$ cat config.mk
export PLATFORM = sky130hd
export DESIGN_NAME = preemptive_priority_scheduler
export DESIGN_NICKNAME = d
export VERILOG_FILES = /design/src/design/pps_pkg.sv /design/src/design/pps_ram.sv /design/src/design/preemptive_priority_scheduler.sv
export SDC_FILE = /design/constraint.sdc
export NUM_CORES = 2
export LEC_CHECK = 0
export BUFFER_PORTS_ARGS = -buffer_cell sky130_fd_sc_hd__buf_2
export CAP_MARGIN = 10
export CORE_MARGIN = 3
export CORE_UTILIZATION = 29
export DETAILED_ROUTE_END_ITERATION = 8
export SLEW_MARGIN = 20
export SYNTH_ARGS = -nofsm -noshare
export SYNTH_HDL_FRONTEND = slang
export SYNTH_SLANG_ARGS = --single-unit
$ cat constraint.sdc
create_clock -name clk -period 9.7 [get_ports clk]
set_clock_uncertainty 0.1 [all_clocks]
set_input_delay 1.94 -clock clk [delete_from_list [all_inputs] [get_ports clk]]
set_output_delay 1.94 -clock clk [all_outputs]
set_load 0.02 [all_outputs]
$ cat src/design/pps_pkg.sv
// Package for the preemptive priority scheduler.
// Holds field widths, stream packing, the task record type and the sequencer states.
// No dependencies.
`timescale 1ns / 1ps

package pps_pkg;

    // Default size of the task table
    localparam int NUM_SLOTS_DEF = 16;

    // Field widths of one input beat and one result beat
    localparam int SLOT_FIELD_W  = 4;
    localparam int BURST_W       = 16;
    localparam int PRIO_W        = 8;
    localparam int TIME_W        = 32;

    // Stream widths
    localparam int S_TDATA_W     = 32;
    localparam int S_TUSER_W     = 1;
    localparam int M_TDATA_W     = 72;
    localparam int M_TUSER_W     = 3;

    // Input tuser code
    localparam logic OP_TICK     = 1'b0;
    localparam logic OP_ARRIVE   = 1'b1;

    // One entry of the task table
    typedef struct packed {
        logic [BURST_W-1:0] remaining;
        logic [PRIO_W-1:0]  priority_val;
        logic [BURST_W-1:0] burst;
        logic [TIME_W-1:0]  arrival;
    } task_rec_t;

    localparam int REC_W = $bits(task_rec_t);

    // Per-tick sequencer
    typedef enum logic [2:0] {
        ST_IDLE,
        ST_SCAN,
        ST_LAST,
        ST_UPDATE,
        ST_FINISH
    } sched_state_t;

endpackage

$ cat src/design/pps_ram.sv
// Generic single-write, single-read synchronous RAM with registered read data.
// No dependencies.
`timescale 1ns / 1ps

module pps_ram #(
    parameter int WIDTH = 8,
    parameter int DEPTH = 16
) (
    input  logic                     clk,
    input  logic                     we,
    input  logic [$clog2(DEPTH)-1:0] waddr,
    input  logic [WIDTH-1:0]         wdata,
    input  logic [$clog2(DEPTH)-1:0] raddr,
    output logic [WIDTH-1:0]         rdata
);

    logic [WIDTH-1:0] mem [DEPTH];
    logic [WIDTH-1:0] rdata_reg;

    // Write port and registered read port
    always_ff @(posedge clk)
    begin
        if (we)
        begin
            mem[waddr] <= wdata;
        end
        rdata_reg <= mem[raddr];
    end

    assign rdata = rdata_reg;

endmodule

$ cat src/design/preemptive_priority_scheduler.sv
// Preemptive priority scheduler: usage
// One input beat is one processor tick. s_tuser[0] set means a task arrives
// at the start of the tick, with slot, burst and priority in s_tdata. The
// table lives in a RAM of NUM_SLOTS records; busy bits sit in flip-flops.
// Each tick: accept (arrival written to RAM), one RAM read per slot while the
// previous read is compared (smallest priority, then oldest, then lowest
// slot), then the compare of the last entry, the write of the chosen record
// back with one unit less, and the forming of the waiting time with the load
// of the output register. Input is taken one tick at a time; every input beat
// gives exactly one result beat on m_*.
// The result sits in an output register: the next tick is accepted and worked
// on while it waits; only the load of the next result stalls on m_tready.
// Reset clears busy bits, time counter and sequencer; RAM contents are not
// cleared and need no clearing pass, as only busy entries are ever compared.
// Depends on pps_pkg and pps_ram.
`timescale 1ns / 1ps

module preemptive_priority_scheduler #(
    parameter int NUM_SLOTS = pps_pkg::NUM_SLOTS_DEF
) (
    input  logic                           clk,
    input  logic                           rst_n,
    // tdata: task_slot[3:0], burst_len[19:4], task_priority[27:20], zero[31:28]
    input  logic [pps_pkg::S_TDATA_W-1:0]  s_tdata,
    // tuser: opcode[0]
    input  logic [pps_pkg::S_TUSER_W-1:0]  s_tuser,
    input  logic                           s_tvalid,
    output logic                           s_tready,
    // tdata: running_slot[3:0], turnaround[35:4], waiting[67:36], zero[71:68]
    output logic [pps_pkg::M_TDATA_W-1:0]  m_tdata,
    // tuser: running_valid[0], done_valid[1], arrive_rejected[2]
    output logic [pps_pkg::M_TUSER_W-1:0]  m_tuser,
    output logic                           m_tvalid,
    input  logic                           m_tready
);

    import pps_pkg::*;

    localparam int SLOT_W = $clog2(NUM_SLOTS);
    localparam logic [SLOT_W-1:0] LAST_IDX = SLOT_W'(NUM_SLOTS - 1);

    // Input fields
    logic [SLOT_FIELD_W-1:0] in_slot;
    logic [BURST_W-1:0]      in_burst;
    logic [PRIO_W-1:0]       in_prio;
    logic                    in_op;

    assign in_slot  = s_tdata[3:0];
    assign in_burst = s_tdata[19:4];
    assign in_prio  = s_tdata[27:20];
    assign in_op    = s_tuser[0];

    // State
    sched_state_t state_reg, state_next;

    logic [NUM_SLOTS-1:0] busy_reg;
    logic [TIME_W-1:0]    time_reg;
    logic [SLOT_W-1:0]    rd_idx_reg;
    logic [SLOT_W-1:0]    cmp_idx_reg;
    logic                 cmp_valid_reg;
    logic                 rej_reg;

    // Best candidate so far
    logic                 best_valid_reg;
    logic [SLOT_W-1:0]    best_slot_reg;
    task_rec_t            best_rec_reg;
    logic [TIME_W-1:0]    best_age_reg;

    // Update results
    logic                 done_reg;
    logic [TIME_W-1:0]    tat_reg;

    // Output register
    logic                   m_tvalid_reg;
    logic [M_TDATA_W-1:0]   m_tdata_reg;
    logic [M_TUSER_W-1:0]   m_tuser_reg;
    logic [M_TDATA_W-1:0]   out_data;

    // RAM ports
    logic              ram_we;
    logic [SLOT_W-1:0] ram_waddr;
    task_rec_t         ram_wdata;
    task_rec_t         ram_rdata;

    // Control
    logic              accept;
    logic              slot_ok;
    logic [SLOT_W-1:0] slot_idx;
    logic              arrive_ok;
    logic              out_free;
    logic              load_out;

    // Compare path
    logic [TIME_W-1:0] cand_age;
    logic              take;

    // Update path
    logic [BURST_W-1:0] rem_dec;
    logic [TIME_W-1:0]  wait_val;

    pps_ram #(
        .WIDTH (REC_W),
        .DEPTH (NUM_SLOTS)
    ) u_table (
        .clk   (clk),
        .we    (ram_we),
        .waddr (ram_waddr),
        .wdata (ram_wdata),
        .raddr (rd_idx_reg),
        .rdata (ram_rdata)
    );

    // Arrival checks
    assign slot_ok   = ({{(TIME_W-SLOT_FIELD_W){1'b0}}, in_slot} < TIME_W'(NUM_SLOTS));
    assign slot_idx  = SLOT_W'(in_slot);
    assign arrive_ok = (in_op == OP_ARRIVE) && slot_ok && (in_burst != '0)
                       && !busy_reg[slot_idx];

    // Candidate compare against the best so far
    assign cand_age = time_reg - ram_rdata.arrival;
    assign take = cmp_valid_reg && busy_reg[cmp_idx_reg] &&
                  (!best_valid_reg ||
                   (ram_rdata.priority_val < best_rec_reg.priority_val) ||
                   ((ram_rdata.priority_val == best_rec_reg.priority_val) &&
                    (cand_age > best_age_reg)));

    assign rem_dec  = best_rec_reg.remaining - BURST_W'(1);
    assign wait_val = tat_reg - {{(TIME_W-BURST_W){1'b0}}, best_rec_reg.burst};

    assign out_free = !m_tvalid_reg || m_tready;

    // Result data: slot when a task ran, times only when it finished
    always_comb
    begin
        out_data = '0;
        if (best_valid_reg)
        begin
            out_data[3:0] = SLOT_FIELD_W'(best_slot_reg);
        end
        if (best_valid_reg && done_reg)
        begin
            out_data[35:4]  = tat_reg;
            out_data[67:36] = wait_val;
        end
    end

    // Next state and control
    always_comb
    begin
        state_next = state_reg;
        accept     = 1'b0;
        load_out   = 1'b0;
        ram_we     = 1'b0;
        ram_waddr  = best_slot_reg;
        ram_wdata  = best_rec_reg;
        case (state_reg)
            ST_IDLE:
            begin
                accept = s_tvalid;
                if (s_tvalid)
                begin
                    state_next = ST_SCAN;
                    if (arrive_ok)
                    begin
                        ram_we    = 1'b1;
                        ram_waddr = slot_idx;
                        ram_wdata = '{remaining:    in_burst,
                                      priority_val: in_prio,
                                      burst:        in_burst,
                                      arrival:      time_reg};
                    end
                end
            end
            ST_SCAN:
            begin
                if (rd_idx_reg == LAST_IDX)
                begin
                    state_next = ST_LAST;
                end
            end
            ST_LAST:
            begin
                state_next = ST_UPDATE;
            end
            ST_UPDATE:
            begin
                state_next = ST_FINISH;
                if (best_valid_reg)
                begin
                    ram_we              = 1'b1;
                    ram_wdata.remaining = rem_dec;
                end
            end
            ST_FINISH:
            begin
                if (out_free)
                begin
                    load_out   = 1'b1;
                    state_next = ST_IDLE;
                end
            end
            default:
            begin
                state_next = ST_IDLE;
            end
        endcase
    end

    assign s_tready = (state_reg == ST_IDLE);

    // Sequencer state
    always_ff @(posedge clk or negedge rst_n)
    begin
        if (!rst_n)
        begin
            state_reg <= ST_IDLE;
        end
        else
        begin
            state_reg <= state_next;
        end
    end

    // Control registers: busy bits, time, scan counter, output valid
    always_ff @(posedge clk or negedge rst_n)
    begin
        if (!rst_n)
        begin
            busy_reg       <= '0;
            time_reg       <= '0;
            rd_idx_reg     <= '0;
            cmp_valid_reg  <= 1'b0;
            best_valid_reg <= 1'b0;
            m_tvalid_reg   <= 1'b0;
        end
        else
        begin
            cmp_valid_reg <= (state_reg == ST_SCAN);
            if (accept)
            begin
                rd_idx_reg     <= '0;
                best_valid_reg <= 1'b0;
                if (arrive_ok)
                begin
                    busy_reg[slot_idx] <= 1'b1;
                end
            end
            if (state_reg == ST_SCAN)
            begin
                rd_idx_reg <= rd_idx_reg + SLOT_W'(1);
            end
            if (take)
            begin
                best_valid_reg <= 1'b1;
            end
            if (state_reg == ST_UPDATE)
            begin
                time_reg <= time_reg + TIME_W'(1);
                if (best_valid_reg && (rem_dec == '0))
                begin
                    busy_reg[best_slot_reg] <= 1'b0;
                end
            end
            if (load_out)
            begin
                m_tvalid_reg <= 1'b1;
            end
            else if (m_tready)
            begin
                m_tvalid_reg <= 1'b0;
            end
        end
    end

    // Datapath registers
    always_ff @(posedge clk)
    begin
        cmp_idx_reg <= rd_idx_reg;
        if (accept)
        begin
            rej_reg <= (in_op == OP_ARRIVE) && !arrive_ok;
        end
        if (take)
        begin
            best_slot_reg <= cmp_idx_reg;
            best_rec_reg  <= ram_rdata;
            best_age_reg  <= cand_age;
        end
        if (state_reg == ST_UPDATE)
        begin
            done_reg <= best_valid_reg && (rem_dec == '0);
            tat_reg  <= best_age_reg + TIME_W'(1);
        end
        if (load_out)
        begin
            m_tuser_reg <= {rej_reg, done_reg && best_valid_reg, best_valid_reg};
            m_tdata_reg <= out_data;
        end
    end

    assign m_tvalid = m_tvalid_reg;
    assign m_tdata  = m_tdata_reg;
    assign m_tuser  = m_tuser_reg;

endmodule

==> impl_summary.txt <==
----------------------------------------------------
[Run status]
  Status ... complete, no violations

[Timing]
  Max-slew violation count ... 0
  Peak clock frequency supported by timing ... between 0.1 and 0.15 GHz
  Setup repair after global routing missed its margin ... no
  Part of the cycle the worst path needs ... 71.4%
  Slew of the pin with the lowest slew margin ... 1100 ps
  Headroom to the max-slew limit ... between 20% and 30%
  Clock period minus final worst setup slack ... 6930 ps
  Final hold viol count ... 0
  Number of setup violations in the final report ... 0
  Sum Neg Setup Slack ... 0 ps

[Critical path]
  Cell with the biggest individual delay on the critical path ... sky130_fd_sc_hd__o21ai_1
  Critical Path Fanout Max ... 108
  Kind of launch point of the worst setup path ... register
  Data required time at the worst endpoint ... around 10000 ps
  Kind of capture point of the worst setup path ... register
  Worst-path cell chain ... inv_1 -> ha_1 -> fa_1 -> nand2b_1 -> a21oi_1 -> o21ai_0 -> a21boi_0 -> o311ai_0 -> o211a_1 -> or4_1 -> nand3_1 -> ha_1 -> nand4_1 -> or3_1 -> o22ai_1 -> or4b_2 -> o21ai_1 -> a31oi_4 -> buf_12
  Delay of the slowest cell on the worst path ... 840 ps
  Most numerous cell on the critical path ... sky130_fd_sc_hd__ha_1
  Category of the most critical setup path ... reg -> reg
  Endpoint arrival time on the critical path ... about 7200 ps

[Power and ir drop]
  Clock power share ... 28.8%
  Comb power frac ... 27.2%
  Cell-internal power ... 13,600 uW
  Sequential cell fraction of total power ... 44.0%
  Net switching power figure ... 6290 uW
  Fraction of power spent switching nets ... a little under a third
  Maximum VDD drop ... 0.266 mV
  Leak pwr ... 0.0238 uW
  Power density of the placed cells ... about 280 mW/mm^2

[Route]
  Routed vias ... 33,300
  Router iterations before antenna repair ... 5
  WL final ... 149,000 um
  Per-cell via count in the routed design ... slightly below 5
  Final antenna-violating net count ... 0
  Final routed DRC violation total ... 0
  Routed wire per std cell ... 21.9 um
  Count of routing violations after the opening detailed-route iteration ... 3,007

[Final layout]
  Number of flip-flops in the largest register ... 1,152
  Final #Nets ... ~4,000
  Post-route non-filler standard cell count ... 6,805
  Layout filler cell count ... 19,600
  Area grow syn2layout ... 15.3%
  Proportion of layout cells with a drive suffix above 1 ... 17.2%

[Logic synthesis]
  Mux contribution to synthesized area ... between 10% and 20%
  Synth Area in Simple Gates ... 5.17%
  Combinational family with the most area after synthesis ... multiplexers
  Compound-cell area share of the yosys netlist ... ~6.5%
  Netlist Area Pre-Place ... 0.0608 mm^2
  EDFF count, synth ... 1,365
  Share of synthesized cell area in full adder, half adder and majority cells ... 1.96%
  Most instantiated flip-flop cell in the synthesis netlist ... sky130_fd_sc_hd__edfxtp_1
  Synth Area in XOR/XNOR ... 1.51%
  Number of storage elements in the synthesis netlist ... between 1,000 and 1,500
  Top cell type's share of synthesized area ... roughly 67%
  Top cells by area, synth ... sky130_fd_sc_hd__edfxtp_1, sky130_fd_sc_hd__mux4_2, sky130_fd_sc_hd__mux2i_1
  Post-Synthesis Mean Instance Area ... 16.4 um^2
  Share of the yosys chip area belonging to registers ... between 70 and 80%
  Number of distinct library cells after synthesis ... 83
  Biggest area consumer among synthesized cells ... sky130_fd_sc_hd__edfxtp_1
  Gate Count Post-Synth ... about 3,700
  Synth warnings ... 0
  Synth top cells by count ... sky130_fd_sc_hd__edfxtp_1, sky130_fd_sc_hd__nand2_1, sky130_fd_sc_hd__mux2i_1
  Dominant cell by count in the synthesized netlist ... sky130_fd_sc_hd__edfxtp_1
  Asr flop ratio synth ... 3.87%

[Clocking]
  Post-CTS setup buffer count ... 0
  Count of cells resized by post-cts repair ... 0
  CTS buffer count ... 150
  Clock latency at the later pin of the worst-skew pair ... 790 ps
  Clock edge transition at the registers on the reported setup and hold paths ... 60 ps
  Count of hold buffers inserted by post-cts repair ... 0
  CTS H-tree lvls ... 4
  Root Driver ... sky130_fd_sc_hd__clkbuf_16
  CTS max path bufs ... 3
  TritonCTS clock tree ... done
  CTS sink cnt ... 1,499

[Flow run]
  Max-cap violations ... 0

[Placed design]
  HPWL reported at the end of detailed placement ... 83,600 um
  Port Buffer Count ... about 110
  Weighted congestion reported at the end of routability-driven placement ... about 0.87
  Placed Cells incl. Taps ... 6,518

[Worst hold path]
  Class of the tightest hold or removal check ... reg -> reg

[Floorplanning]
  Die boundary height ... 464 um
  Area of the placeable core ... about 0.21 mm^2
  Initial cell density of the core ... 29.3%
  Number of top-level pins ... 114
  Die Span X ... 464 um
  Die area ... 0.215 mm^2
  Row count ... 167

[Global route]
  Total grt overflow ... 0
  Wire length of the first global-routing pass ... roughly 220,000 um
  Via count of the first global-routing pass ... 33,700
  Maximum number of pins on one net before global-route repair ... 125
  Total global routing track utilization ... 13.5%
  Number of antenna violations at the first check in global routing ... 9

----------------------------------------------------
## power by group through the flow
stage / Combinational [uW] / Sequential (uW) / Clock (uW)
after floorplan: 3840 / 8650 / 0
after global placement: 5310 / 8860 / 0
after detailed placement: 5400 / 8880 / 0
after CTS: 5420 / 8750 / 5860
after global routing: 5940 / 8800 / 6120
final: 5410 / 8740 / 5740
## worst max-delay path: cells and delay by family (launching register included)
kind	cells	cell delay, ps
AOI/OAI and AO/OA	8	2670
adders and majority gates	3	900
buffers and inverters	2	390
DFF	1	360
and+or+nand+nor	6	1880
## per-stage QoR
stage	total power (uW)	hold slack (ps)	setup slack [ps]	utilization, %	instance area (um^2)
after global placement	14200	287	2880	31.3	65100
after detailed placement	14300	289	2840	31.3	65100
final	19900	296	2770	33.7	70200
after floorplan	12500	272	2130	-	60800
after global routing	20900	308	2550	33.7	70200
after CTS	20000	296	2800	33.7	70000
## placed cells by master (no fill, tap or decap), drive strengths merged, types with 18 or more instances in the layout
cell type  instances
a21o              27
a21oi            168
a221oi            72
a22oi             72
and3              41
buf              186
clkbuf           217
clkinv            43
dfrtp             58
dfxtp             76
edfxtp          1365
ha                92
inv              120
mux2              80
mux2i            219
mux4             154
nand2            264
nand2b            22
nand3             35
nand4             30
nor2             111
nor2b             18
nor3              33
o21ai            219
xnor2             85
xor2              20
## kinds of logic after synthesis
kind of cell | count (synthesis)
xor gates and xnor gates | 105
AOI/OAI and AO/OA | 639
buffers and inverters | 279
muxes | 453
other | 1
DFF | 1499
and+or+nand+nor | 641
adders and majority gates | 94
## worst paths after layout
path	slack (ps)	start	depth (start not counted)	end
max reg2reg	2770	time_reg[0]	19	best_age_reg[30]
min reg2reg	300	u_table.rdata[63]	0	best_rec_reg[63]
min	300	u_table.rdata[63]	0	best_rec_reg[63]
max	2770	time_reg[0]	19	best_age_reg[30]
max in group asynchronous	7480	rst_n	2	rd_idx_reg[1]
min in group asynchronous	890	rst_n	1	time_reg[29]
## layout make-up
type / instances / area (um^2) / area share (%)
diodes: 1 / 2.50 / 0.00357
clock buffers: 213 / 4130 / 5.89
clock inverters: 65 / 786 / 1.12
inverters: 113 / 424 / 0.605
multi-input cells: 1936 / 16000 / 22.8
flip-flops and latches: 1499 / 44000 / 62.7
well taps: 2788 / 3490 / 4.97
repair buffers: 190 / 1380 / 1.97
## metal layers
metal,GRT usage (%),vias up,part of all wire (%)
met5,0,-,0.015
met4,4.65,4,2.9
met3,1.84,243,4.9
met2,22.6,982,49
met1,18.1,17200,44
li1,-,14900,-
Note: power is estimated with default switching activity, not from simulation.
